$ cat src/rtl/core/lslf_pkg.sv
// Shared constants, micro-op codes and controller/datapath link types
// for the least-squares line fit. Depends on nothing.
package lslf_pkg;

    localparam int XW         = 16;
    localparam int MAX_POINTS = 4096;
    localparam int CNTW       = 13;
    localparam int FRAC_BITS  = 8;
    localparam int SUMW       = 28;
    localparam int SQW        = 44;
    localparam int TW         = 72;   // signed scratch for partial differences
    localparam int DW         = 56;   // dx, dy, |dxy|
    localparam int MA_W       = 112;  // multiplier operand a
    localparam int MB_W       = 64;   // multiplier operand b
    localparam int MP_W       = MA_W + MB_W;
    localparam int PRW        = 128;  // product of dx, dx*n or dx^2 with n
    localparam int NUM_W      = 160;  // divider dividend
    localparam int DEN_W      = 140;  // divider divisor and remainder
    localparam int QF         = 16;   // quotient fraction bits
    localparam int QW         = 32;
    localparam int STEPW      = 5;

    localparam logic [QW-1:0] LIM_POS = 32'h7FFF_FFFF;
    localparam logic [QW-1:0] LIM_NEG = 32'h8000_0000;
    localparam logic [QW-1:0] LIM_U   = 32'hFFFF_FFFF;
    localparam logic [QW-1:0] LIM_R2  = 32'h0001_0000;

    typedef enum logic [4:0] {
        OP_MUL_N_SXX,
        OP_MUL_SX_SX,
        OP_MUL_N_SYY,
        OP_MUL_SY_SY,
        OP_MUL_N_SXY,
        OP_MUL_SX_SY,
        OP_CHECK,
        OP_MUL_SY_SXX,
        OP_MUL_SX_SXY,
        OP_MUL_DXY_DXY,
        OP_MUL_DX_DY,
        OP_DIV_SLOPE,
        OP_DIV_ICPT,
        OP_DIV_R2,
        OP_MUL_DX_N,
        OP_MUL_T_N,
        OP_DIV_RES,
        OP_MUL_DX_DX,
        OP_DIV_SVAR,
        OP_MUL_DX2_N,
        OP_MUL_E_SXX,
        OP_DIV_IVAR,
        OP_END
    } op_t;

    typedef struct packed {
        logic acc;
        logic start;
        op_t  op;
        logic load;
    } cmd_t;

    typedef struct packed {
        logic done;
        logic degen;
        logic out_free;
    } status_t;

    // Fit program: one micro-op per step.
    function automatic op_t prog(input logic [STEPW-1:0] step);
        op_t op;
        unique case (step)
            5'd0:    op = OP_MUL_N_SXX;
            5'd1:    op = OP_MUL_SX_SX;
            5'd2:    op = OP_MUL_N_SYY;
            5'd3:    op = OP_MUL_SY_SY;
            5'd4:    op = OP_MUL_N_SXY;
            5'd5:    op = OP_MUL_SX_SY;
            5'd6:    op = OP_CHECK;
            5'd7:    op = OP_MUL_SY_SXX;
            5'd8:    op = OP_MUL_SX_SXY;
            5'd9:    op = OP_MUL_DXY_DXY;
            5'd10:   op = OP_MUL_DX_DY;
            5'd11:   op = OP_DIV_SLOPE;
            5'd12:   op = OP_DIV_ICPT;
            5'd13:   op = OP_DIV_R2;
            5'd14:   op = OP_MUL_DX_N;
            5'd15:   op = OP_MUL_T_N;
            5'd16:   op = OP_DIV_RES;
            5'd17:   op = OP_MUL_DX_DX;
            5'd18:   op = OP_DIV_SVAR;
            5'd19:   op = OP_MUL_DX2_N;
            5'd20:   op = OP_MUL_E_SXX;
            5'd21:   op = OP_DIV_IVAR;
            default: op = OP_END;
        endcase
        return op;
    endfunction

    function automatic logic is_div(input op_t op);
        return (op == OP_DIV_SLOPE) || (op == OP_DIV_ICPT) || (op == OP_DIV_R2) ||
               (op == OP_DIV_RES) || (op == OP_DIV_SVAR) || (op == OP_DIV_IVAR);
    endfunction

endpackage

$ cat src/rtl/core/lslf_ctrl.sv
// Fit sequencer: takes pairs, steps through the fit program, hands off
// the result. Depends on lslf_pkg for op codes and link types.
module lslf_ctrl (
    input  logic                aclk,
    input  logic                aresetn,
    input  logic                s_valid,
    input  logic                s_last_point,
    output logic                s_ready,
    input  lslf_pkg::status_t   status,
    output lslf_pkg::cmd_t      cmd
);
    typedef enum logic [1:0] {ST_ACC, ST_ISSUE, ST_WAIT, ST_DONE} state_t;

    state_t                       state_reg, state_next;
    logic [lslf_pkg::STEPW-1:0]   step_reg, step_next;
    lslf_pkg::op_t                op_cur;

    assign op_cur = lslf_pkg::prog(step_reg);

    always_comb begin
        state_next = state_reg;
        step_next  = step_reg;
        unique case (state_reg)
            ST_ACC: begin
                if (s_valid && s_last_point) begin
                    state_next = ST_ISSUE;
                    step_next  = '0;
                end
            end
            ST_ISSUE: begin
                priority if (op_cur == lslf_pkg::OP_END) begin
                    state_next = ST_DONE;
                end else if (op_cur == lslf_pkg::OP_CHECK) begin
                    if (status.degen) begin
                        state_next = ST_DONE;
                    end else begin
                        step_next = step_reg + 1'b1;
                    end
                end else begin
                    state_next = ST_WAIT;
                end
            end
            ST_WAIT: begin
                if (status.done) begin
                    step_next  = step_reg + 1'b1;
                    state_next = ST_ISSUE;
                end
            end
            ST_DONE: begin
                if (status.out_free) begin
                    state_next = ST_ACC;
                end
            end
            default: state_next = ST_ACC;
        endcase
    end

    always_ff @(posedge aclk) begin
        if (!aresetn) begin
            state_reg <= ST_ACC;
            step_reg  <= '0;
        end else begin
            state_reg <= state_next;
            step_reg  <= step_next;
        end
    end

    assign s_ready   = (state_reg == ST_ACC);
    assign cmd.acc   = (state_reg == ST_ACC) && s_valid;
    assign cmd.start = (state_reg == ST_ISSUE) && (op_cur != lslf_pkg::OP_END) &&
                       (op_cur != lslf_pkg::OP_CHECK);
    assign cmd.op    = op_cur;
    assign cmd.load  = (state_reg == ST_DONE) && status.out_free;
endmodule

$ cat config.mk
export PLATFORM = sky130hd
export DESIGN_NAME = lslf_ctrl
export DESIGN_NICKNAME = d
export VERILOG_FILES = /design/src/rtl/core/lslf_pkg.sv /design/src/rtl/core/lslf_ctrl.sv
export SDC_FILE = /design/constraint.sdc
export NUM_CORES = 1
export LEC_CHECK = 0
export BUFFER_PORTS_ARGS = -buffer_cell sky130_fd_sc_hd__buf_2
export CORE_MARGIN = 1.5
export CORE_UTILIZATION = 34
export CTS_CLUSTER_DIAMETER = 40
export DETAILED_ROUTE_END_ITERATION = 6
export GPL_TIMING_DRIVEN = 0
export PLACE_DENSITY = 0.57
export SYNTH_ARGS = -nofsm -noshare
export SYNTH_HDL_FRONTEND = slang
export SYNTH_SLANG_ARGS = --single-unit
$ cat constraint.sdc
create_clock -name aclk -period 5.9 [get_ports aclk]
set_clock_uncertainty 0.1 [all_clocks]
set_input_delay 1.18 -clock aclk [delete_from_list [all_inputs] [get_ports aclk]]
set_output_delay 1.18 -clock aclk [all_outputs]
set_load 0.02 [all_outputs]
Yosys cells after proc, flatten, opt, wreduce, memory -nomap -nowiden
Memories as Yosys holds them, arrays and structs flattened. A register that Yosys moved wholly into a read port is not among the register bits. Cells that the tools add are included.

Register bits after elaboration: 7. Bits in read-only memories: 160. Input bits: 7. Output and inout port bits: 9. Word-level logic and storage cells: 42. Memories: 1.

Add/subtract/negate cells: 1. Eq/ne operators: 14. Muxes and demuxes: 15. Reduce and logical (&&, ||, !) cells: 9.

Memory list: (no name shown) (depth 32, width 5, rd ports 1, clocked after Yosys merged registers in 1, wr ports 0, RTL line lslf_pkg.sv:70) `unique case (step)`.

Operators with widths (number): 5-bit 2-to-1 mux (7); 5-bit one-hot mux with 3 select lines (1); 2-bit 2-to-1 mux (6); 2-bit inequality test, second input constant (5); 2-bit one-hot mux with 4 select lines (1); 6-bit AND reduction (1); 5-bit by 1-bit adder with 5-bit output, second input constant (1); 5-bit by 3-bit == test with 1-bit output, second input constant (1); 5-bit == test, second input constant (1); 1-bit logical AND (5); 5-bit by 3-bit inequality test with 1-bit output, second input constant (1); 5-bit inequality test, second input constant (1); 2-bit == test, second input constant (2); 4-bit inequality test, second input constant (1); 4-bit AND reduction (1); 3-bit nonzero test (1); 2-bit by 1-bit == test with 1-bit output, second input constant (1); 2-bit zero test (1); 2-bit by 1-bit inequality test with 1-bit output, second input constant (1).

Depth between registers and ports, before layout
Gate-level depths: netlist of run 1.

Word-level depth: 7. Depth in mapped cells: 7. Depth with buffers taken out: 7.

Least setup slack after synthesis of run 1
OpenSTA, ideal clock, no wires.

Path type: input port to output port. Start: in status[0] in the netlist's numbering. End: out cmd[0] in the netlist's numbering. Data arrival time: 1.396 ns. Data required time: 4.620 ns. Path slack: 3.224 ns. Cell stages on the path: 1. Cell sequence: and2_1.

Word-level cells in the longest chain between the ends: 1.

RTL lines: from (decl) (RTL line lslf_ctrl.sv:9) `input lslf_pkg::status_t status,`; 1-bit logical AND (RTL line lslf_ctrl.sv:73) `assign cmd.load = (state_reg == ST_DONE) && status.out_free;`; to (decl) (RTL line lslf_ctrl.sv:10) `output lslf_pkg::cmd_t cmd`.

Every way passes these cells.

==> run_results.csv, run 1 <==
group,metric,value,unit
logic_synthesis,avgSynthCellArea,9.84,um2
pwr,power_density,330,nW/um2
timing,hold_slack,0.493,ns
logic_synthesis,synth-edff-count,0,
logic_synthesis,ys.warnings.count,0,
worst_setup_path,slowest_stage,"buf_2",
timing,tightest_slew,0.671,ns
logic_synthesis,synthArstFlopShare,0,%
outcome,outcome,"finished clean",
worst_setup_path,path_buf_inv,2,
worst_setup_path,slowest_delay,0.15,ns
logic_synthesis,ys_seq_area_share,33.9,%
grt,grt_max_degree,10,
worst_setup_path,cp_max_fo,2,
worst_setup_path,worst_ep_arrival_time,1.57,ns
hold_path,hold_path.class,"reg2reg",
timing,finalHoldViolations,0,
placed_design,gp_congestion,0.789,
timing,period_minus_slack,2.85,ns
logic_synthesis,netlist_instances,72,
routing,routed_wirelength,1410,um
worst_setup_path,cp_top_family,"buffers and inverters",
logic_synthesis,synth_ff_type,"dfxtp_1",
routing,drtAntennaViolNets,0,
routing,vias,590,
timing,tns,0,ns
timing,rsz0062_at_grt,"false",
timing,max_slew_margin,54.7,%
floorplan,core-area,1960,um2
grt,overflow,0,
logic_synthesis,synth_top_area_cell,"dfxtp_1",
worst_setup_path,worstSetupPathType,"in2out",
finish,antenna-diode-count,0,
finish,fill_cells,208,
logic_synthesis,syn_nets,86,
worst_setup_path,worstSetupStartpointType,"input pin",
grt,grt_pass1_wl,2560,um
worst_setup_path,cp.required,4.62,ns
pwr,power,0.000281,W
clocking,htreeDepth,1,
routing,first_iter_violations,7,
finish,area_delta_synth_final,20.5,%
job,cap_violations,0,
timing,timing.fmax,351,MHz
floorplan,die_w,48.6,um
clocking,post-cts-setup-buffers,0,
worst_setup_path,cp-end-kind,"output pin",
clocking,cts_tree,"yes",
pwr,p_leak,0.383,nW
logic_synthesis,synth_most_common_cell,"dfxtp_1",
routing,drt_first_pass_iters,4,
worst_setup_path,path_cells,"buf_2 -> and2_1 -> buf_2",
clocking,cts_root_buf,"clkbuf_4",
timing,layout_setup_ws,3.05,ns
finish,nets,106,
routing,wl_per_cell,11.9,um
placed_design,dp_hpwl,1110,um
floorplan,row_count,16,
floorplan,die_area,2370,um2
clocking,cts_resized,0,
timing,drv_slew,0,
routing,drc,0,
logic_synthesis,ys_seq_elements,12,
floorplan,dieHeight,48.6,um
grt,grt_usage,13.9,%
floorplan,top_level_ports,16,
logic_synthesis,synth_top_area_share,33.9,%
routing,viasPerCell,5.00,
pwr,vdd_drop_max,0.190,mV
logic_synthesis,netlist_top_cells_area,"dfxtp_1 34%, ha_1 12%, inv_1 4.2%",
clocking,hold_buffers,0,
logic_synthesis,synth.distinct_cells,33,
placed_design,io_buffer_count,15,
floorplan,start_util,36.1,%
clocking,cts_buffers,3,
finish,drive_gt1_share,31.9,%
timing,setup_violations,0,
logic_synthesis,yosys-top-cells-count,"12 x dfxtp_1, 8 x inv_1, 7 x ha_1",
logic_synthesis,synth_area,708,um2
timing,timing.final.crit_share,48.3,%
clocking,clkTransAtPathRegs,0.07,ns
grt,antenna_found_initial,0,
clocking,clockBufferDepth,2,
placed_design,dp_slack,3.05,ns
clocking,clock_latency,0.27,ns
grt,grt_pass1_vias,614,
clocking,cts.sinks,12,
worst_setup_path,crit_top_cell,"buf_2",
layer usage:
layer | wire (um) | vias up | track usage [%]
met2 | 672 | 12 | 23.7
met4 | 0 | 0 | 3.33
met1 | 661 | 272 | 16.1
met5 | 0 | - | 0
li1 | - | 306 | -
met3 | 73 | 0 | 5.86
per-stage QoR:
stage,util (%),cells,cell area [um2]
5_1_grt,43.5,118,853
3_3_place_gp,41.6,114,817
3_5_place_dp,41.6,114,817
4_1_cts,43.5,118,853
2_1_floorplan,-,72,708
6_report,43.5,118,853
cell type report:
cell class	instances	area (um2)	share of cell area (%)
clock buffer	4	36.3	4.25
inverter	8	30.0	3.52
multi-input combinational	52	438	51.3
sequential	12	240	28.2
tap	27	33.8	3.96
timing repair buffer	15	75.1	8.80
cells in the final DEF, fill, tap and decap left out, types with 2 or more instances in the layout:
| cell type | n |
|---|---|
| a211oi_1 | 3 |
| clkbuf_4 | 3 |
| nand2_1 | 3 |
| and2_1 | 2 |
| and2_2 | 2 |
| dfxtp_1 | 12 |
| a21oi_1 | 3 |
| buf_2 | 15 |
| nor2b_1 | 2 |
| ha_1 | 7 |
| a31oi_1 | 2 |
| inv_1 | 8 |
| nor3_1 | 4 |
| nor2_1 | 3 |
worst paths after layout:
check | depth (start not counted) | slack, ns | endpoint | from
hold / removal | 2 | 0.49 | state_reg[0] | state_reg[0]
setup reg to reg | 7 | 3.73 | op_cur[0] | state_reg[0]
hold reg to reg | 2 | 0.49 | state_reg[0] | state_reg[0]
setup / recovery | 3 | 3.05 | cmd[0] | status[0]
kinds of logic (layout without fill, tap and decap cells):
family                     after synthesis  count (layout)  synth area share [%]
buffers and inverters                    8              27                  4.24
and+or+nand+nor                         26              26                  26.5
DFF                                     12              12                  33.9
muxes                                    1               1                  1.41
AOI/OAI and AO/OA                       18              18                  21.6
adders and majority gates                7               7                  12.4
power breakdown:
part,switching (W),total [W],internal [W],leakage [nW]
Combinational,0.0000723,0.000119,0.0000468,0.265
Sequential,0.00000869,0.0000982,0.0000895,0.0972
Clock,0.0000267,0.0000642,0.0000375,0.0210
Total,0.000108,0.000281,0.000174,0.383
worst register-to-register path: cells and delay by family, from the launching register on:
family	cells	cell delay [ns]
adder cells (fa/ha/maj)	1	0.20
flip-flops	1	0.42
AND/OR/NAND/NOR	3	0.76
AO/OA/AOI/OAI	2	0.48
buffers and inverters	1	0.11
Power figures use the tool's default switching activity.
==> run 2: changes to the inputs <==
--- a/config.mk
+++ b/config.mk
@@ -11,7 +11,7 @@
 export CTS_CLUSTER_DIAMETER = 40
 export DETAILED_ROUTE_END_ITERATION = 6
 export GPL_TIMING_DRIVEN = 0
-export PLACE_DENSITY = 0.57
+export PLACE_DENSITY = 0.59
 export SYNTH_ARGS = -nofsm -noshare
 export SYNTH_HDL_FRONTEND = slang
 export SYNTH_SLANG_ARGS = --single-unit
==> constraint.sdc (replaced) <==
create_clock -name aclk -period 2.5 [get_ports aclk]
set_clock_uncertainty 0.1 [all_clocks]
set_input_delay 0.5 -clock aclk [delete_from_list [all_inputs] [get_ports aclk]]
set_output_delay 0.5 -clock aclk [all_outputs]
set_load 0.02 [all_outputs]
==> run 2 against run 1 <==
Compared with the run above:
- sequential share of layout area is the same
- clock-buffer cell count is the same
- via count down 1.0%
- sequential power up 140%
- largest cell class unchanged
- utilization unchanged
- worst hold slack got worse by 0.0016 ns
- power up 140%
==> run_results.csv, run 2 (synthesis results as in run 1) <==
group,metric,value,unit
timing,timing.fmax,461,MHz
clocking,clockBufferDepth,2,
clocking,clkTransAtPathRegs,0.07,ns
hold_path,worstHoldStart,"state_reg[1]",
worst_setup_path,rr_worst_depth,7,
clocking,cts_buffers,3,
worst_setup_path,startpoint,"state_reg[0]",
routing,wl_per_cell,11.1,um
floorplan,die_w,48.6,um
floorplan,row_count,16,
finish,final_common_cell,"buf_2",
worst_setup_path,worstSetupStartpointType,"flip-flop",
worst_setup_path,cp_max_fo,9,
pwr,switching_share,38.1,%
pwr,seq_power_share,34.8,%
worst_setup_path,worstSetupPathType,"reg2reg",
hold_path,min_path_cells,2,
pwr,clockPowerShare,23.1,%
pwr,power.internal,0.000410,W
finish,drive_gt1_share,31.9,%
clocking,hold_buffers,0,
clocking,cts.sinks,12,
hold_path,hold_path.class,"reg2reg",
grt,grt_pass1_wl,2240,um
finish,mostFrequentLayoutCells,"15 x buf_2, 12 x dfxtp_1, 8 x inv_1",
routing,drtAntennaViolNets,0,
timing,tightest_slew,0.622,ns
floorplan,die_area,2370,um2
worst_setup_path,rrSetupSlack,0.33,ns
placed_design,dp_hpwl,1040,um
finish,fin_cells,118,
worst_setup_path,cp.required,2.56,ns
grt,grt_usage,12.1,%
clocking,clock_latency,0.27,ns
routing,drt_first_pass_iters,4,
clocking,post-cts-setup-buffers,0,
pwr,power_density,776,nW/um2
floorplan,start_util,36.1,%
timing,finalHoldViolations,0,
timing,timing.final.crit_share,86.7,%
grt,grt_pass1_vias,522,
clocking,cts_resized,0,
placed_design,gp_congestion,0.803,
grt,overflow,0,
clocking,htreeDepth,1,
timing,max_slew_margin,58.0,%
floorplan,core-area,1960,um2
job,cap_violations,0,
grt,antenna_found_initial,0,
clocking,cts_tree,"yes",
timing,tns,0,ns
floorplan,top_level_ports,16,
worst_setup_path,worst_ep_arrival_time,2.23,ns
finish,antenna-diode-count,0,
pwr,p_leak,0.383,nW
placed_design,dp_cells,114,
timing,setup_violations,0,
routing,routed_wirelength,1310,um
finish,fill_cells,209,
finish,area_delta_synth_final,20.5,%
timing,period_minus_slack,2.17,ns
floorplan,dieHeight,48.6,um
grt,grt_max_degree,10,
pwr,p_comb_share,42.1,%
routing,vias,584,
worst_setup_path,r2r-start,"state_reg[0]",
pwr,p_switching,0.000252,W
placed_design,dpl_cell_area,817,um2
routing,viasPerCell,4.95,
worst_setup_path,cp-end-kind,"flip-flop",
routing,drc,0,
finish,nets,106,
clocking,cts_root_buf,"clkbuf_4",
placed_design,io_buffer_count,15,
pwr,vdd_drop_max,0.249,mV
outcome,outcome,"finished clean",
timing,rsz0062_at_grt,"false",
finish,design_area,853,um2
timing,drv_slew,0,
routing,first_iter_violations,11,
## run 2: worst paths after layout
| check | to |
|---|---|
| worst max-delay path | op_cur[0] |
| worst min-delay path | state_reg[1] |
| worst max register to register | op_cur[0] |
| worst min register to register | state_reg[1] |
## run 2: layer usage
layer / GRT usage (%) / up-vias / part of all wire, %
li1: - / 306 / -
met1: 16.6 / 266 / 50
met2: 17.4 / 12 / 44
met3: 5.56 / 0 / 6.1
met4: 2.86 / 0 / 0
met5: 0 / - / 0
## run 2: power by group through the flow
| stage | sequential (W) | combinational (W) | clock [W] |
|---|---|---|---|
| final | 0.000231 | 0.000279 | 0.000153 |
| after global routing | 0.000235 | 0.000308 | 0.000170 |
| after CTS | 0.000231 | 0.000279 | 0.000158 |
| after floorplan | 0.000238 | 0.000208 | 0 |
| after detailed placement | 0.000236 | 0.000278 | 0 |
| after global placement | 0.000235 | 0.000278 | 0 |
## run 2: layout make-up
cell class	count	area, um2	share of cell area [%]
flip-flops and latches	12	240	28.2
repair buffers	15	75.1	8.80
multi-input cells	52	438	51.3
inverters	8	30.0	3.52
well taps	27	33.8	3.96
clock buffers	4	36.3	4.25
## run 2: per-stage QoR
stage	utilization [%]	setup slack [ns]	hold WS, ns	power [W]
final	43.5	0.331	0.492	0.000662
after global routing	43.5	0.208	0.519	0.000713
after CTS	43.5	0.333	0.491	0.000668
after detailed placement	41.6	0.355	0.485	0.000514
after global placement	41.6	0.358	0.479	0.000513
after floorplan	-	0.446	0.428	0.000446
## run 2: critical path, stage by stage (launching register included)
cell	delay, ns
dfxtp_1	0.41
inv_1	0.10
ha_1	0.24
a21boi_1	0.17
nor3_4	0.30
and2_2	0.25
a31oi_1	0.14
o311a_1	0.35
